<file path="src/rtl/gne_pkg.sv">
`timescale 1ns / 1ps
package gne_pkg;

  localparam logic [2:0] KIND_CLEAR  = 3'd0;
  localparam logic [2:0] KIND_DEFINE = 3'd1;
  localparam logic [2:0] KIND_ADD    = 3'd2;
  localparam logic [2:0] KIND_OUTPUT = 3'd3;
  localparam logic [2:0] KIND_FORCE  = 3'd4;
  localparam logic [2:0] KIND_RUN    = 3'd5;

  localparam logic [1:0] NCLS_PI    = 2'd0;
  localparam logic [1:0] NCLS_CONST = 2'd1;
  localparam logic [1:0] NCLS_GATE  = 2'd2;

  localparam logic [1:0] CLS_UNDEF = 2'd0;
  localparam logic [1:0] CLS_PI    = 2'd1;
  localparam logic [1:0] CLS_CONST = 2'd2;
  localparam logic [1:0] CLS_GATE  = 2'd3;

  localparam logic [2:0] GT_AND  = 3'd0;
  localparam logic [2:0] GT_OR   = 3'd1;
  localparam logic [2:0] GT_NAND = 3'd2;
  localparam logic [2:0] GT_NOR  = 3'd3;
  localparam logic [2:0] GT_NOT  = 3'd4;
  localparam logic [2:0] GT_BUFF = 3'd5;
  localparam logic [2:0] GT_XOR  = 3'd6;
  localparam logic [2:0] GT_XNOR = 3'd7;

  localparam logic [3:0] ST_OK       = 4'd0;
  localparam logic [3:0] ST_CYCLE    = 4'd1;
  localparam logic [3:0] ST_NOINPUT  = 4'd2;
  localparam logic [3:0] ST_ARITY    = 4'd3;
  localparam logic [3:0] ST_UNDEF    = 4'd4;
  localparam logic [3:0] ST_REDEF    = 4'd5;
  localparam logic [3:0] ST_CONFLICT = 4'd6;
  localparam logic [3:0] ST_RANGE    = 4'd7;
  localparam logic [3:0] ST_NOTGATE  = 4'd8;

  typedef enum logic [3:0] {
    OP_CLEAR, OP_DEF_PI, OP_DEF_CONST, OP_DEF_GATE, OP_ADD,
    OP_APPEND, OP_FORCE, OP_RUN, OP_REJECT
  } op_t;

  typedef struct packed {
    op_t         op;
    logic [9:0]  node;
    logic [2:0]  gt;
    logic        cv;
    logic [9:0]  src;
    logic [63:0] pi_bits;
  } item_t;

  typedef enum logic [4:0] {
    S_CLR, S_IDLE, S_LD, S_RESP, S_OC, S_OC1, S_OC2, S_HINIT,
    S_NRD, S_NCHK, S_ERD, S_ES, S_EL, S_NEND, S_NADV, S_CHK,
    S_PI, S_PI1, S_QRD, S_Q1, S_Q2, S_FRD, S_FV, S_FA, S_QW,
    S_H1, S_E1, S_E2, S_FIN, S_OUT, S_OUT1, S_OUT2
  } state_t;

  function automatic logic gate_eval(logic [2:0] t, logic a, logic o, logic x);
    logic r;
    case (t)
      GT_AND:  r = a;
      GT_OR:   r = o;
      GT_NAND: r = ~a;
      GT_NOR:  r = ~o;
      GT_NOT:  r = ~x;
      GT_BUFF: r = x;
      GT_XOR:  r = x;
      default: r = ~x;
    endcase
    return r;
  endfunction

endpackage

</file>
<file path="src/rtl/gne_front.sv">
`timescale 1ns / 1ps
module gne_front import gne_pkg::*; #(
  parameter int MAX_NODES = 1024
) (
  input  logic        clk,
  input  logic        rst,
  input  logic        in_valid,
  output logic        in_ready,
  input  logic [2:0]  kind,
  input  logic [9:0]  node,
  input  logic [1:0]  node_class,
  input  logic [2:0]  gate_type,
  input  logic        const_value,
  input  logic [9:0]  source,
  input  logic [63:0] pi_bits,
  input  logic        hold,
  output logic        q_valid,
  output item_t       q_item,
  input  logic        q_pop
);

  item_t       qmem [2];
  logic        wp, rp;
  logic [1:0]  cnt;
  item_t       cls_item;
  logic        node_ok, src_ok, push;

  always_comb begin
    node_ok = 32'(node) < MAX_NODES;
    src_ok  = 32'(source) < MAX_NODES;
    cls_item.node    = node;
    cls_item.gt      = gate_type;
    cls_item.cv      = const_value;
    cls_item.src     = source;
    cls_item.pi_bits = pi_bits;
    cls_item.op      = OP_REJECT;
    case (kind)
      KIND_CLEAR: cls_item.op = OP_CLEAR;
      KIND_DEFINE: begin
        if (node_ok) begin
          case (node_class)
            NCLS_PI:    cls_item.op = OP_DEF_PI;
            NCLS_CONST: cls_item.op = OP_DEF_CONST;
            NCLS_GATE:  cls_item.op = OP_DEF_GATE;
            default:    cls_item.op = OP_REJECT;
          endcase
        end
      end
      KIND_ADD:    if (node_ok && src_ok) cls_item.op = OP_ADD;
      KIND_OUTPUT: if (node_ok) cls_item.op = OP_APPEND;
      KIND_FORCE:  if (node_ok) cls_item.op = OP_FORCE;
      KIND_RUN:    cls_item.op = OP_RUN;
      default:     cls_item.op = OP_REJECT;
    endcase
  end

  assign in_ready = (cnt != 2'd2) && !hold;
  assign push     = in_valid && in_ready;
  assign q_valid  = cnt != 2'd0;
  assign q_item   = qmem[rp];

  always_ff @(posedge clk) begin
    if (push) qmem[wp] <= cls_item;
    if (rst) begin
      wp  <= 1'b0;
      rp  <= 1'b0;
      cnt <= 2'd0;
    end else begin
      if (push) wp <= ~wp;
      if (q_pop) rp <= ~rp;
      cnt <= cnt + 2'(push) - 2'(q_pop);
    end
  end

endmodule

</file>
<file path="config.mk">
export PLATFORM = sky130hd
export DESIGN_NAME = gne_front
export DESIGN_NICKNAME = d
export VERILOG_FILES = /design/src/rtl/gne_pkg.sv /design/src/rtl/gne_front.sv
export SDC_FILE = /design/constraint.sdc
export NUM_CORES = 1
export LEC_CHECK = 0
export ABC_AREA = 0
export BUFFER_PORTS_ARGS = -buffer_cell sky130_fd_sc_hd__buf_2
export CAP_MARGIN = 5
export CORE_MARGIN = 4
export CORE_UTILIZATION = 45
export DETAILED_ROUTE_END_ITERATION = 6
export GPL_ROUTABILITY_DRIVEN = 0
export HOLD_SLACK_MARGIN = 0.12
export PLACE_DENSITY_LB_ADDON = 0.08
export SYNTH_ARGS = -nofsm -noshare
export SYNTH_HDL_FRONTEND = slang
export SYNTH_SLANG_ARGS = --single-unit
</file>
<file path="constraint.sdc">
create_clock -name clk -period 3.6 [get_ports clk]
set_input_delay 0.36 -clock clk [delete_from_list [all_inputs] [get_ports clk]]
set_output_delay 0.36 -clock clk [all_outputs]
set_load 0.01 [all_outputs]
</file>
# Word-level counts from Yosys, hierarchy flattened
# Memory sizes are Yosys's and may differ from the RTL's. A register that Yosys moved wholly into a read port is not among the register bits.
# Index checks and enable logic that the tools add are counted.
[op_classes] n_mux=6 multipliers=0 shift=0 add_sub_neg=2 n_bitwise=2 eq_ne=8 order_cmp=0 div_mod_pow=0 n_reduce_logical=6
[op_table] op="case mux 4 bit (6 select lines)" n=1
[op_table] op="case mux 4 bit (3 select lines)" n=1
[op_table] op="== test 3 x 2 -> 1 bit, second input constant" n=2
[op_table] op="== test 3 bit, second input constant" n=2
[op_table] op="2-to-1 mux 1 bit" n=4
[op_table] op="== test 3 x 1 -> 1 bit, second input constant" n=1
[op_table] op="zero test 3 bit" n=1
[op_table] op="adder 2 x 1 -> 2 bit" n=1
[op_table] op="== test 2 x 1 -> 1 bit, second input constant" n=1
[op_table] op="== test 2 bit, second input constant" n=1
[op_table] op="logical AND 1 bit" n=2
[op_table] op="zero test 2 bit" n=1
[op_table] op="!= test 2 bit, second input constant" n=1
[op_table] op="inverter 1 bit" n=2
[op_table] op="nonzero test 2 bit" n=1
[op_table] op="subtractor 2 x 1 -> 2 bit" n=1
[op_table] op="zero test 1 bit" n=1
[totals] wordCells=28 mem_bits_rw=184 ff_bits=4 input_bits=98 latchBits=0 mem_count=1 mem_bits_ro=0
[mem_list] memory="qmem" words=2 width=92 rd=1 rd_clocked_by_memory_dff=1 wr=1 line="gne_front.sv:22" text="item_t qmem [2];"

# Longest topological paths before layout
# Gate-level depths: netlist of run 1.
[depth] depth_word=5 ltp_mapped=9

# Worst setup path after synthesis of run 1
# Ideal clock, no wire load.
[synth_path] path_type="reg-to-reg" start="reg cnt[1]" end="mem qmem[1][0] (netlist name), enable pin" t_arrival_ns=2.888 setup_time_ns=0.462 required_ns=3.138 synth_period_minus_slack_ns=3.349 path_stages_with_launch=4 slack_ns=0.251 cell_sequence="dfxtp_1 nor2b_4 nor2_1 and3_1"
[synth_via] elab_chain_len=5
[synth_rtl] item="start, declared" line="gne_front.sv:24" text="logic [1:0] cnt;"
[synth_rtl] item="start signal, assigned" line="gne_front.sv:71" text="cnt <= cnt + 2'(push) - 2'(q_pop);"
[synth_rtl] item="!= test 2 bit" line="gne_front.sv:57" text="assign in_ready = (cnt != 2'd2) && !hold;"
[synth_rtl] item="logical AND 1 bit" line="gne_front.sv:57"
[synth_rtl] item="net in_ready" line="gne_front.sv:8" text="output logic in_ready,"
[synth_rtl] item="logical AND 1 bit" line="gne_front.sv:58" text="assign push = in_valid && in_ready;"
[synth_rtl] item="2-to-1 mux 1 bit" line="gne_front.sv:63" text="if (push) qmem[wp] <= cls_item;"
[synth_rtl] item="2-to-1 mux 1 bit (implied by the code)" line="gne_front.sv:63"
[synth_rtl] item="end, declared" line="gne_front.sv:22"
# The timed path passes the listed nets, and every way through them passes these cells.

==> results of run 1 <==
## synthesized netlist by cell type (2+ instances only)
master	n	area share (%)
sky130_fd_sc_hd__mux2_2	12	1.9
sky130_fd_sc_hd__buf_6	8	1.2
sky130_fd_sc_hd__and3_1	2	0.17
sky130_fd_sc_hd__edfxtp_1	184	76
sky130_fd_sc_hd__o21ai_0	2	0.14
sky130_fd_sc_hd__ha_1	5	0.86
sky130_fd_sc_hd__mux2_4	80	16
sky130_fd_sc_hd__nand2_1	3	0.15
sky130_fd_sc_hd__dfxtp_1	5	1.4
sky130_fd_sc_hd__nor2_1	7	0.36
sky130_fd_sc_hd__xor2_1	2	0.24
sky130_fd_sc_hd__a21oi_1	2	0.14
sky130_fd_sc_hd__inv_1	4	0.21
## registers in the layout (all words and copies together) (netlist names), named ones only
signal / count
cnt: 2
rp: 1
wp: 1
qmem: 184
## kinds of logic (layout without fill, tap and decap cells)
kind of cell / Yosys count / in the layout / share of synthesized area [%]
flops: 189 / 189 / 77.1
compound gates: 4 / 4 / 0.274
buf+inv: 14 / 303 / 1.61
mux: 92 / 92 / 18.3
xor+xnor: 3 / 3 / 0.360
fa+ha+maj: 5 / 5 / 0.858
simple gates: 20 / 20 / 1.46
## layout make-up
cell class                      instances  share of cell area (%)
Sequential cell                       189                    57.6
Inverter                                4                   0.179
Clock inverter                          9                    1.22
Timing Repair Buffer                  267                    17.7
Clock buffer                           23                    4.59
Tap cell                              216                    2.77
Multi-Input combinational cell        124                    15.9
## power breakdown
part           internal [W]  switching (W)  leakage [nW]
Combinational      0.000339       0.000272          1.86
Clock               0.00108       0.000722         0.273
Sequential          0.00253      0.0000464          1.73
## final timing paths
| check | endpoint | slack, ps | cells after the start |
|---|---|---|---|
| max | q_item[91] | 1030 | 3 |
| min | qmem[0][85] | 140 | 1 |
| max reg2reg | qmem[0][21] | 1500 | 4 |
| min reg2reg | flop | 510 | 2 |
## per-layer routing
metal | wire (um) | part of all wire (%) | vias to the layer above
met1 | 5680 | 41 | 1835
met3 | 1070 | 7.7 | 20
li1 | - | - | 1830
met5 | 12 | 0.087 | -
met2 | 6770 | 49 | 135
met4 | 240 | 1.7 | 2
## stage by stage
step	setup WS, ps	std cells	cell area, sq um	hold slack [ps]	power [W]
after global placement	1380	730	8500	483	0.00317
after CTS	972	827	9720	121	0.00504
final	1030	832	9770	139	0.00499
after floorplan	251	327	7290	429	0.00296
after detailed placement	1320	730	8500	502	0.00318
after global routing	901	832	9770	120	0.00519
## repair_timing
item | in CTS | in global routing
endpoints found under the hold margin | 129 | 9
hold buffers | 65 | 5
buffers inserted | 0 | 0
endpoints found under the setup margin | 0 | 0
resized for setup | 0 | 0
==> impl.org, run 1 <==
** Timing
- Setup total negative slack on the finished layout was measured at 0 ps.
- Transition time of the tightest slew-check pin :: 640 ps
- Counting I/O delays and the setup requirement, the final critical path takes 2570 ps.
- Setup violations remaining at the end of the flow were counted as 0.
- The worst path uses 71.4% of the clock period.
- Setup repair after global routing left no endpoint under its margin.
- Final Slew Violations :: 0
- Based on the critical path, the design can be clocked at up to 389 MHz.
- Hold Fails Final Rpt :: 0
- Clock skew :: 6.09 ps
- Remaining max-slew budget at the tightest pin :: 57.4%

** Min path
- Worst hold path type :: primary input to flop
- The worst hold path begins at node[7].

** Worst setup path
- The critical path contains buffers and inverters numbering 2 combined.
- In this design, the largest share of critical-path delay is due to flip-flops.
- Critical path type :: flop to output port
- Endpoint required time on the critical path :: 3240 ps
- Peak per-stage delay on the critical path :: 770 ps
- STA puts the critical path data arrival time at 2210 ps.
- The startpoint identified for the worst register-to-register timing path is cnt[1].
- Series of cell instances along the critical path :: buf_4, mux2_2, buf_2
- Slowest CP cell :: sky130_fd_sc_hd__dfxtp_4
- The worst setup path is launched from a flop.
- STA classifies the critical path endpoint as an output port.
- Along the worst path, the maximum fanout reaches 35.

** Floorplanning
- The core region is 15,900 sq um.
- The die covers 18,300 sq um.
- I/O pin total :: 192
- In this run the core area contains 46 standard-cell rows.
- From left edge to right edge, the die measures 135 um.
- Measured along the y axis, the die boundary spans 135 um.
- Initial core utilization :: 45.9%

** Final layout
- In the final layout, flip-flops and latches occupy 5630 sq um.
- The area growth from synthesis to layout is 33.9%.
- Combined area of the multi-input logic cells :: 1560 sq um
- Cells fill 61.5% of the core in the end.
- Number of inserted filler cells in the final layout :: 1,215
- 0 antenna diodes ended up in the layout.
- In the final layout, the share of cells above drive strength 1 is 51.5%.
- Leaving out fill and tap cells, the most frequent cell in the layout is sky130_fd_sc_hd__buf_2.
- The net count of the finished layout is 706.
- Commonest non-fill, non-tap cells in the layout :: sky130_fd_sc_hd__buf_2, sky130_fd_sc_hd__edfxtp_1, sky130_fd_sc_hd__mux2_4

** Clock tree
- Sink Count :: 189
- The H-tree was split into 4 levels.
- The number of clock buffers added by TritonCTS is 17.
- After clock tree synthesis, the clock-pin slew on the worst setup and hold paths is 60 ps.
- Longest Clk Path Bufs :: 2
- CTS placed an instance of sky130_fd_sc_hd__clkbuf_16 at the clock tree root.
- TritonCTS clock tree :: built
- At the later pin of the worst-skew pair, clock insertion delay measures 420 ps.

** GRT
- The first global-routing pass estimated 21,200 um of wire.
- The total overflow left after global routing is 0.
- Fraction of met2 tracks used by global routing :: 25.7%
- Antenna violations before repair :: 1
- Fraction of met1 tracks used by global routing :: 18.1%
- In the global route stage, overall resource usage came out at 15.3%.
- met2 is the most crowded layer.
- Met3 usage in global routing :: 5.53%
- Number of global-route vias before repair :: 4,133
- Pin count of the biggest net entering global routing :: 54

** Logic synthesis
- For this run, asynchronously set or reset flops after synthesis account for 0%.
- Yosys mapped a number of flops with a built-in enable equal to 184.
- After synthesis, flip-flops and latches occupy 77.1% of the total area.
- Averaged over all synthesized cells, the footprint is 22.3 sq um.
- Yosys printed 0 warnings.
- Count of different cell masters after synthesis :: 24
- The synthesized design contains 189 register bits.
- The mapped netlist covers 7290 sq um.
- Post-synth top flop :: sky130_fd_sc_hd__edfxtp_1
- After technology mapping, the gate count stands at 327.
- When the netlist entered floorplanning its net count stood at 430.

** Power and ir drop
- In this run the power density over the cells is 511 nW/um^2.
- Across the VDD grid, the largest voltage drop is 0.000323 V.
- Reported leakage power :: 3.86 nW

** Drt
- After detailed routing, the number of remaining DRC violations is 0.
- WL per Instance :: 16.5 um
- The first routing iteration left 180 violations.
- Detailed-routing iteration count for the pre-antenna-repair pass :: 4
- Average vias per placed instance :: 4.59
- Total wirelength of the detailed-routed design :: 13,800 um
- Total via count in the routed design :: 3,822
- The detail route stage leaves a number of antenna-violating nets equal to 0.

** Place
- During placement, the flow inserted port buffers numbering 191.
- Detailed placer's ending HPWL :: 9170 um

** Flow run
- Count of maximum capacitance violations :: 0

** Status
- Outcome :: finished clean
Power figures use the tool's default switching activity.
==> inputs of run 2 (changes only) <==
Clock period 3.6 ns to 2.63 ns, I/O delays scaled along.
==> impl.org, run 2 (synthesis results as in run 1) <==
** Final layout
- The final cell count without fillers came to 853 (+2.5%).
- Leaving out fill and tap cells, the most frequent cell in the layout is sky130_fd_sc_hd__buf_2.
- Share of cells above drive strength 1 :: 51.4% (about the same)
- The final design instance area without fill is 10,000 sq um (+2.9%).
- Commonest non-fill, non-tap cells in the layout :: sky130_fd_sc_hd__buf_2, sky130_fd_sc_hd__edfxtp_1, sky130_fd_sc_hd__dlygate4sd3_1
- Top register by number of flip-flops :: qmem
- Top flop regs :: qmem (184), cnt (2)
- Syn-to-layout area delta :: 37.7%
- Net count, final :: 726 (+2.8%)
- The flip-flop count of the largest register after layout came to 184 (unchanged).

** Power and ir drop
- The internal power came to 0.00545 W (+38%).
- Fraction of power consumed by sequential logic :: 50.6% (-1.0 points)
- Combinational fraction of design power :: 12.7% (+0.5 points)
- Relative contribution of the clock network to total power :: 36.7% (+0.5 points)
- The switching part of the total came to 21.5% (+0.63 points).
- The leakage power figure came to 3.96 nW (+2.6%).
- Ratio of total power to cell area :: 691 nW/um^2 (+35%)
- Peak supply drop :: 0.000391 V (+21%)
- Switching power :: 0.00149 W (+43%)
- Tot Pwr :: 0.00694 W (+39%)

** Timing
- The number of max-slew violations in the final report was 0 (unchanged).
- The post-route worst hold slack came to 142 ps (+2.51 ps).
- The number of setup violations in the final report came to 0 (unchanged).
- Final total negative setup slack :: 0 ps (unchanged)
- RSZ-0062 raised after global routing :: no
- Clock skew :: 9.35 ps (+3.26 ps)
- Achievable clock frequency :: 459 MHz
- Transition time of the tightest slew-check pin :: 573 ps (-66.7 ps)
- Final period util :: 82.9%
- After layout, the minimum clock period comes to 2180 ps.
- Hold Fails Final Rpt :: 0 (unchanged)
- The headroom to the max-slew limit is 61.8% (+4.4 points).

** Worst setup path
- Crit. path cell count :: 3 (unchanged)
- Peak per-stage delay on the critical path :: 640 ps (-130 ps)
- In this run the critical register-to-register path is captured at qmem[1][79].
- Highest fanout seen on the critical path :: 34 (-2.9%)
- FF-to-FF path depth :: 4 (unchanged)
- Beginning of the worst register-to-register path :: cnt[1]
- The signal arrival time at the worst endpoint is 1920 ps (-290 ps).
- The signal on the critical path passes through buf_12, mux2_2, buf_2.
- Critical path buffer and inverter count :: 2 (unchanged)
- Slowest CP cell :: sky130_fd_sc_hd__dfxtp_4
- The critical path ends at q_item[91].
- Cell type group with the largest total delay on the critical path :: flip-flops
- The worst setup path is launched from a flop.
- The worst path required time came to 2370 ps (-870 ps).
- Critical path type :: flop to output port
- Worst R2R Setup Slack :: 890 ps (-610 ps)
- The worst setup path is captured at an output port.

** Min path
- The number of stages on the worst hold path is 3 (+2).
- Worst hold path type :: primary input to flop
- In this run the most critical hold path is launched from q_pop.

** Floorplanning
- The number of top-level pins is 192 (unchanged).
- Die Y :: 135 um (unchanged)
- Initial core utilization :: 45.9% (unchanged)
- The floorplan core area was 15,900 sq um (unchanged).
- The die area was 18,300 sq um (unchanged).
- Die W :: 135 um (unchanged)
- Number of standard-cell rows in the floorplan :: 46 (unchanged)

** Drt
- The count of vias placed by the detailed router was 3,906 (+2.2%).
- Detailed-routing iteration count for the pre-antenna-repair pass :: 4 (unchanged)
- The wire length reported by the detailed router is 13,700 um (-0.46%).
- The first-iteration detailed-routing DRC count was 124 (-31%).
- Antenna-violating nets left :: 0 (unchanged)
- The via density per instance is 4.58 (-0.32%).
- Remaining DRCs :: 0 (unchanged)
- The average wire per cell in the routed design is 16.1 um (-2.9%).

** Flow run
- The reported max-cap violation count was 0 (unchanged).

** GRT
- Global router's overall resource usage :: 15.3% (-0.072 points)
- Pin count of the biggest net entering global routing :: 53 (-1.9%)
- The number of global-route vias before repair came to 4,255 (+3.0%).
- The number of antenna violations at the first check in global routing came to 1 (unchanged).
- Wire length of the first global-routing pass :: 21,200 um (+0.13%)
- GR Overflow Total :: 0 (unchanged)

** Clock tree
- The count of instances resized after the clock tree is built came to 0 (unchanged).
- Post-CTS setup repair buffer count :: 0 (unchanged)
- Clock-pin slew of the registers on the worst-case setup and hold paths :: 60 ps (about the same)
- Count of H-tree levels built during CTS :: 4 (unchanged)
- Clk Latency, worst-skew pair :: 420 ps (about the same)
- TritonCTS clock tree :: built
- The tree is rooted in a sky130_fd_sc_hd__clkbuf_16.
- The total clock sinks is 189 (unchanged).
- The number of buffers on the longest clock path is 2 (unchanged).
- Hold-fix buffers, CTS :: 89 (+37%)
- Clock buffers created by TritonCTS :: 17 (unchanged)

** Place
- The count of buffers inserted at the top-level ports was 191 (unchanged).
- Post-Place Cell Area :: 8560 sq um (+0.69%)
- Cells after DPL :: 731 (+0.14%)
- Detailed placer's ending HPWL :: 8920 um (-2.8%)

** Status
- Outcome :: finished clean
==> run 2: cell types whose count changed in the layout (fill, tap and decap cells not counted), sizes merged <==
cell / delta
inv: +1
clkinvlp: +5
dlygate4sd3: +19
clkbuf: -5
diode: +1
buf: +1
clkinv: -1
==> run 2: worst min path at each step <==
stage                              to
after floorplan                    wp
after global placement     qmem[0][3]
after detailed placement  qmem[0][60]
after CTS                        flop
after global routing               rp
final                            flop
==> run 2: cell type report <==
type | instances | area, sq um
diodes | 1 | 2.50
clock buffers | 18 | 429
multi-input cells | 124 | 1560
clock inverters | 14 | 166
fillers | 1205 | 5840
well taps | 216 | 270
inverters | 4 | 18.8
repair buffers | 287 | 1970
flip-flops and latches | 189 | 5630
==> run 2: power by group through the flow <==
stage	Sequential [W]	Combinational, W	Clock (W)
after detailed placement	0.00358	0.000790	0
after floorplan	0.00356	0.000499	0
after CTS	0.00351	0.000899	0.00260
final	0.00351	0.000881	0.00255
after global routing	0.00352	0.000953	0.00274
after global placement	0.00357	0.000783	0
==> run 2: tightest hold or removal path, cell delays in order <==
cell,delay [ps]
sky130_fd_sc_hd__buf_2,100
sky130_fd_sc_hd__xnor2_1,70
sky130_fd_sc_hd__nor2_1,80
==> run 2: routing by layer <==
layer  vias up  routed length (um)  track usage [%]
li1       1875                   -                -
met1      1899                5340             17.1
met2       114                7250             26.8
met3        16                 930             5.83
met4         2                 173             5.15
met5         -                  13                0
==> run 2: metrics by stage <==
stage               setup WS, ps  util, %
detailed placement           865     53.9
global placement             882     53.9
finish                       449     63.2
global route                 338     63.2
CTS                          402     63.2
floorplan                    259        -
